==> src/hdl/sspq_pkg.sv <==
package sspq_pkg;

    localparam int QUEUE_DEPTH = 32;
    localparam int KEY_BITS    = 24;
    localparam int ID_BITS     = 8;
    localparam int CNT_BITS    = $clog2(QUEUE_DEPTH + 1);

    localparam int IN_BITS     = ID_BITS + KEY_BITS;
    localparam int IN_WIDTH    = ((IN_BITS + 7) / 8) * 8;
    localparam int OUT_BITS    = 2 * (1 + ID_BITS + KEY_BITS) + CNT_BITS + 2;
    localparam int OUT_WIDTH   = ((OUT_BITS + 7) / 8) * 8;

    typedef enum logic [1:0] {
        CMD_INSERT = 2'd0,
        CMD_POP    = 2'd1,
        CMD_CLEAR  = 2'd2
    } cmd_t;

    typedef enum logic [1:0] {
        ERR_NONE  = 2'd0,
        ERR_FULL  = 2'd1,
        ERR_EMPTY = 2'd2
    } err_t;

    typedef struct packed {
        logic [ID_BITS-1:0]  id;
        logic [KEY_BITS-1:0] key;
    } entry_t;

    // row-wide control broadcast to every cell
    typedef struct packed {
        logic insert;
        logic pop;
    } cell_ctrl_t;

endpackage

==> src/hdl/sspq_cell.sv <==
module sspq_cell (
    input  logic                clk,
    input  sspq_pkg::cell_ctrl_t ctrl,
    input  sspq_pkg::entry_t    new_entry,
    input  sspq_pkg::entry_t    left_entry,
    input  logic                left_gt,
    input  sspq_pkg::entry_t    right_entry,
    input  logic                occupied,
    output sspq_pkg::entry_t    entry,
    output logic                gt
);
    import sspq_pkg::*;

    entry_t entry_reg;
    entry_t entry_next;

    // cell moves right on insert when empty or holding a strictly larger key
    assign gt = !occupied || (entry_reg.key > new_entry.key);

    always_comb
    begin
        entry_next = entry_reg;
        if (ctrl.insert && gt)
        begin
            entry_next = left_gt ? left_entry : new_entry;
        end
        else if (ctrl.pop)
        begin
            entry_next = right_entry;
        end
    end

    always_ff @(posedge clk)
    begin
        entry_reg <= entry_next;
    end

    assign entry = entry_reg;

endmodule

==> src/hdl/stable_sorted_priority_queue_core.sv <==
// Latency: a result word is valid the cycle after its command word is accepted.
// Throughput: one command word per cycle; every cell of the sorted row compares
// and shifts in the same cycle, and the output register frees as it is taken.
// Reset: entry count and output valid clear; slot contents are not cleared and
// are only ever read below the entry count.
module stable_sorted_priority_queue_core (
    input  logic                           clk,
    input  logic                           rst_n,
    input  logic                           s_tvalid,
    output logic                           s_tready,
    // [7:0] entity_id, [31:8] key
    input  logic [sspq_pkg::IN_WIDTH-1:0]  s_tdata,
    // [1:0] command
    input  logic [1:0]                     s_tuser,
    output logic                           m_tvalid,
    input  logic                           m_tready,
    // [0] popped_valid, [8:1] popped_entity, [32:9] popped_key, [33] head_valid,
    // [41:34] head_entity, [65:42] head_key, [71:66] entry_count, [73:72] error
    output logic [sspq_pkg::OUT_WIDTH-1:0] m_tdata
);
    import sspq_pkg::*;

    logic                  accept_in;
    logic                  full;
    logic                  empty;
    cell_ctrl_t            ctrl;
    entry_t                new_entry;
    entry_t                cells [QUEUE_DEPTH];
    logic [QUEUE_DEPTH-1:0] gts;

    logic [CNT_BITS-1:0]   count_reg;
    logic [CNT_BITS-1:0]   count_next;
    logic                  m_tvalid_reg;
    logic [OUT_WIDTH-1:0]  out_reg;

    logic                  popped_valid;
    entry_t                popped;
    entry_t                head_next;
    entry_t                head_out;
    err_t                  err;

    assign s_tready  = !m_tvalid_reg || m_tready;
    assign accept_in = s_tvalid && s_tready;
    assign full      = (count_reg == CNT_BITS'(QUEUE_DEPTH));
    assign empty     = (count_reg == '0);
    assign new_entry.id  = s_tdata[ID_BITS-1:0];
    assign new_entry.key = s_tdata[IN_BITS-1:ID_BITS];

    assign ctrl.insert = accept_in && (s_tuser == CMD_INSERT) && !full;
    assign ctrl.pop    = accept_in && (s_tuser == CMD_POP) && !empty;

    for (genvar i = 0; i < QUEUE_DEPTH; i++)
    begin : g_cell
        entry_t left_e;
        logic   left_g;
        entry_t right_e;

        if (i == 0)
        begin : g_first
            assign left_e = new_entry;
            assign left_g = 1'b0;
        end
        else
        begin : g_mid
            assign left_e = cells[i-1];
            assign left_g = gts[i-1];
        end

        if (i == QUEUE_DEPTH - 1)
        begin : g_last
            assign right_e = cells[i];
        end
        else
        begin : g_inner
            assign right_e = cells[i+1];
        end

        sspq_cell u_cell (
            .clk         (clk),
            .ctrl        (ctrl),
            .new_entry   (new_entry),
            .left_entry  (left_e),
            .left_gt     (left_g),
            .right_entry (right_e),
            .occupied    (count_reg > CNT_BITS'(i)),
            .entry       (cells[i]),
            .gt          (gts[i])
        );
    end

    always_comb
    begin
        count_next   = count_reg;
        popped_valid = 1'b0;
        popped       = '0;
        head_next    = cells[0];
        err          = ERR_NONE;
        unique case (s_tuser)
            CMD_INSERT:
            begin
                if (full)
                begin
                    err = ERR_FULL;
                end
                else
                begin
                    count_next = count_reg + 1'b1;
                    if (gts[0])
                    begin
                        head_next = new_entry;
                    end
                end
            end
            CMD_POP:
            begin
                if (empty)
                begin
                    err = ERR_EMPTY;
                end
                else
                begin
                    count_next   = count_reg - 1'b1;
                    popped_valid = 1'b1;
                    popped       = cells[0];
                    head_next    = cells[1];
                end
            end
            CMD_CLEAR:
            begin
                count_next = '0;
            end
            default:
            begin
                count_next = count_reg;
            end
        endcase
        head_out = (count_next != '0) ? head_next : '0;
    end

    always_ff @(posedge clk or negedge rst_n)
    begin
        if (!rst_n)
        begin
            count_reg    <= '0;
            m_tvalid_reg <= 1'b0;
        end
        else
        begin
            if (accept_in)
            begin
                count_reg <= count_next;
            end
            if (accept_in)
            begin
                m_tvalid_reg <= 1'b1;
            end
            else if (m_tready)
            begin
                m_tvalid_reg <= 1'b0;
            end
        end
    end

    always_ff @(posedge clk)
    begin
        if (accept_in)
        begin
            out_reg <= OUT_WIDTH'({err, count_next, head_out.key, head_out.id,
                                   (count_next != '0), popped.key, popped.id,
                                   popped_valid});
        end
    end

    assign m_tvalid = m_tvalid_reg;
    assign m_tdata  = out_reg;

    // checks

    a_count_bound: assert property (@(posedge clk) disable iff (!rst_n)
        count_reg <= CNT_BITS'(QUEUE_DEPTH))
        else $error("entry count beyond queue depth");

    a_insert_grows: assert property (@(posedge clk) disable iff (!rst_n)
        ctrl.insert |=> (count_reg == $past(count_reg) + 1'b1))
        else $error("insert did not grow the count");

    a_pop_shrinks: assert property (@(posedge clk) disable iff (!rst_n)
        ctrl.pop |=> (count_reg == $past(count_reg) - 1'b1))
        else $error("pop did not shrink the count");

    a_head_valid_count: assert property (@(posedge clk) disable iff (!rst_n)
        m_tvalid |-> (m_tdata[1 + ID_BITS + KEY_BITS] ==
                      (m_tdata[2*(1+ID_BITS+KEY_BITS) +: CNT_BITS] != '0)))
        else $error("head valid disagrees with entry count");

    a_no_ctrl_overlap: assert property (@(posedge clk) disable iff (!rst_n)
        !(ctrl.insert && ctrl.pop))
        else $error("insert and pop in the same cycle");

endmodule
==> config.mk <==
export PLATFORM = sky130hd
export DESIGN_NAME = stable_sorted_priority_queue_core
export DESIGN_NICKNAME = d
export VERILOG_FILES = /design/src/hdl/sspq_pkg.sv /design/src/hdl/sspq_cell.sv /design/src/hdl/stable_sorted_priority_queue_core.sv
export SDC_FILE = /design/constraint.sdc
export NUM_CORES = 2
export LEC_CHECK = 0
export BUFFER_PORTS_ARGS = -buffer_cell sky130_fd_sc_hd__buf_2
export CORE_UTILIZATION = 45
export CTS_CLUSTER_SIZE = 40
export DETAILED_ROUTE_END_ITERATION = 10
export MAX_ROUTING_LAYER = met4
export SLEW_MARGIN = 0
export SYNTH_ARGS = -nofsm -noshare
export SYNTH_HDL_FRONTEND = slang
export SYNTH_HIERARCHICAL = 1
export SYNTH_SLANG_ARGS = --single-unit
==> constraint.sdc <==
create_clock -name clk -period 6.2 [get_ports clk]
set_input_delay 0.31 -clock clk [delete_from_list [all_inputs] [get_ports clk]]
set_output_delay 0.31 -clock clk [all_outputs]
set_load 0.01 [all_outputs]
==> results.sh <==
export IMPL_cts_resized=0
export IMPL_pwr_share_seq=0.370
export IMPL_fin_skew_ns=0.0236
export IMPL_clockPowerShare=0.262
export IMPL_grt_pass1_vias=59530
export IMPL_fmax_mhz=207
export IMPL_holdCritPathClass="input port to flop"
export IMPL_period_share=0.777
export IMPL_grt_ovfl_total=0
export IMPL_routed_via_density=5.70
export IMPL_hpwlAfterDp_microns=166000
export IMPL_drt_iter0_markers=4649
export IMPL_coreArea_sq_um=186000
export IMPL_crit_type="flop to flop"
export IMPL_start_util=0.454
export IMPL_status="finished, final reports clean"
export IMPL_ir_worst_vdd_uv=330
export IMPL_die_height_microns=435
export IMPL_num_rows=158
export IMPL_max_cap_viol_count=0
export IMPL_start_kind="flop"
export IMPL_portBuffers=113
export IMPL_hold_violations=0
export IMPL_stdcell_area_sq_um=90400
export IMPL_switchingPower_w=0.0107
export IMPL_antenna_found_initial=5
export IMPL_vias=57988
export IMPL_final_antenna_net_count=0
export IMPL_drt_pass1_iterations=5
export IMPL_die_area_sq_um=189000
export IMPL_place_area_sq_um=86000
export IMPL_p_int_w=0.0195
export IMPL_leakage_nw=38.6
export IMPL_setup_viol=0
export IMPL_path_clk_slew_ns=0.06
export IMPL_cts_num_sinks=1105
export IMPL_worstPathArrival_ns=5.22
export IMPL_timing_critical_path_fanout_max=32
export IMPL_nNetsFinal=8405
export IMPL_rsz0062_at_grt="no"
export IMPL_fill_cells=16808
export IMPL_worst_slew_pin_slew_ns=1.32
export IMPL_powerDensity_nw_per_um2=335
export IMPL_postSynthCellCount=7553
export IMPL_yosys_warnings=6
export IMPL_htreeDepth=4
export IMPL_tns_ns=0
export IMPL_wl_per_cell_microns=22.1
export IMPL_cts_setup_buffers=0
export IMPL_cts_buffers=136
export IMPL_grt_use_total=0.239
export IMPL_syn_avg_cell_area_sq_um=11.2
export IMPL_grt_first_pass_wirelength_microns=347000
export IMPL_setup_ws_ns=1.38
export IMPL_cts_buffer_depth=3
export IMPL_slew_viol_final=0
export IMPL_die_width_microns=435
export IMPL_dp_slack_ns=1.45
export IMPL_cts_root_buf="clkbuf_16"
export IMPL_combPwrFrac=0.368
export IMPL_p_sw_frac=0.354
export IMPL_grt_max_degree=76
export IMPL_largest_register_ffs=1024
export IMPL_final_core_util=0.486
export IMPL_wl_microns=225000
export IMPL_insertion_delay_ns=0.77
export IMPL_fin_crit_ns=4.82
export IMPL_syn2layout_area_growth_pct=7.09
export IMPL_tritoncts="built"
export IMPL_drcViolationCount=0
export IMPL_slew_headroom=0.118
export IMPL_syn_area_sq_um=84400
export IMPL_drive_gt1_frac=0.247
export IMPL_end_kind="flop"
export IMPL_cp_required_ns=6.60
export IMPL_ios=120
export IMPL_gp_congestion=0.903
[routing by layer]
metal  vias up  track usage  share of wire
li1      27445            -              -
met3       401       0.0276          0.043
met1     28722        0.299           0.44
met2      1420        0.402           0.49
met4         0       0.0734          0.029
met5         -            -              0
[final timing paths]
| path | from | end | slack [ns] | cells after the start |
|---|---|---|---|---|
| min in group asynchronous | rst_n | count_reg[4] | 0.57 | 3 |
| min | s_tuser[0] | m_tdata[68] | 0.1 | 2 |
| max | count_reg[1] | g_cell[9].u_cell/entry[21] | 1.38 | 12 |
| max reg2reg | count_reg[1] | g_cell[9].u_cell/entry[21] | 1.38 | 12 |
| min reg2reg | g_cell[11].u_cell/entry[25] | g_cell[10].u_cell/entry[25] | 0.57 | 1 |
| max in group asynchronous | rst_n | m_tvalid | 5.34 | 3 |
[layout make-up]
class | count | area [sq um] | share of cell area
diodes | 1 | 2.50 | 0.0000277
clock buffers | 165 | 3620 | 0.0400
clock inverters | 75 | 674 | 0.00746
inverters | 782 | 2940 | 0.0325
multi-input cells | 5310 | 45100 | 0.499
flip-flops and latches | 1105 | 33100 | 0.367
well taps | 2480 | 3100 | 0.0343
repair buffers | 260 | 1740 | 0.0193
[critical path, stage by stage, from the launching register on]
cell,delay [ns]
dfrtp_1,0.63
inv_1,0.19
ha_1,0.38
or4b_4,0.33
o21ai_2,0.11
nor2_4,0.75
buf_4,0.41
nand3b_1,0.11
a21oi_1,0.12
a311o_2,0.33
buf_4,0.46
or2_1,0.16
buf_4,0.40
[power groups by stage]
stage / Sequential [W] / Combinational [W] / Clock (W)
2_1_floorplan: 0.0108 / 0.00878 / 0
3_3_place_gp: 0.0113 / 0.0107 / 0
3_5_place_dp: 0.0113 / 0.0110 / 0
4_1_cts: 0.0112 / 0.0111 / 0.00808
5_1_grt: 0.0113 / 0.0122 / 0.00835
6_report: 0.0112 / 0.0111 / 0.00792
[cell usage in the layout, fill, tap and decap left out, types with 33 or more instances in the layout]
cell type,n
buf_2,113
nor3_1,34
a21o_1,33
a31oi_1,33
inv_1,780
nand2b_1,37
nand2_2,33
nand2_1,1012
mux2_4,928
mux2_2,386
o21ai_0,886
a21oi_1,391
and2_1,33
clkbuf_16,141
ha_1,772
o211ai_1,34
nand3_1,40
nand4_1,192
edfxtp_1,1098
nor2b_1,64
nor2_1,105
buf_4,138
[stage by stage]
stage	power [W]	hold slack, ns	instances
after floorplan	0.0195	0.0144	7559
after global placement	0.0221	0.167	9933
after detailed placement	0.0223	0.165	9933
after CTS	0.0304	0.0244	10177
after global routing	0.0318	0.0606	10178
final	0.0302	0.0986	10178
[what timing repair did]
| item | in CTS | in global routing |
|---|---|---|
| hold buffers | 4 | 0 |
| endpoints found under the hold margin | 8 | 0 |
| setup endpoints to repair | 0 | 0 |
(Power assumes the default switching activity.)
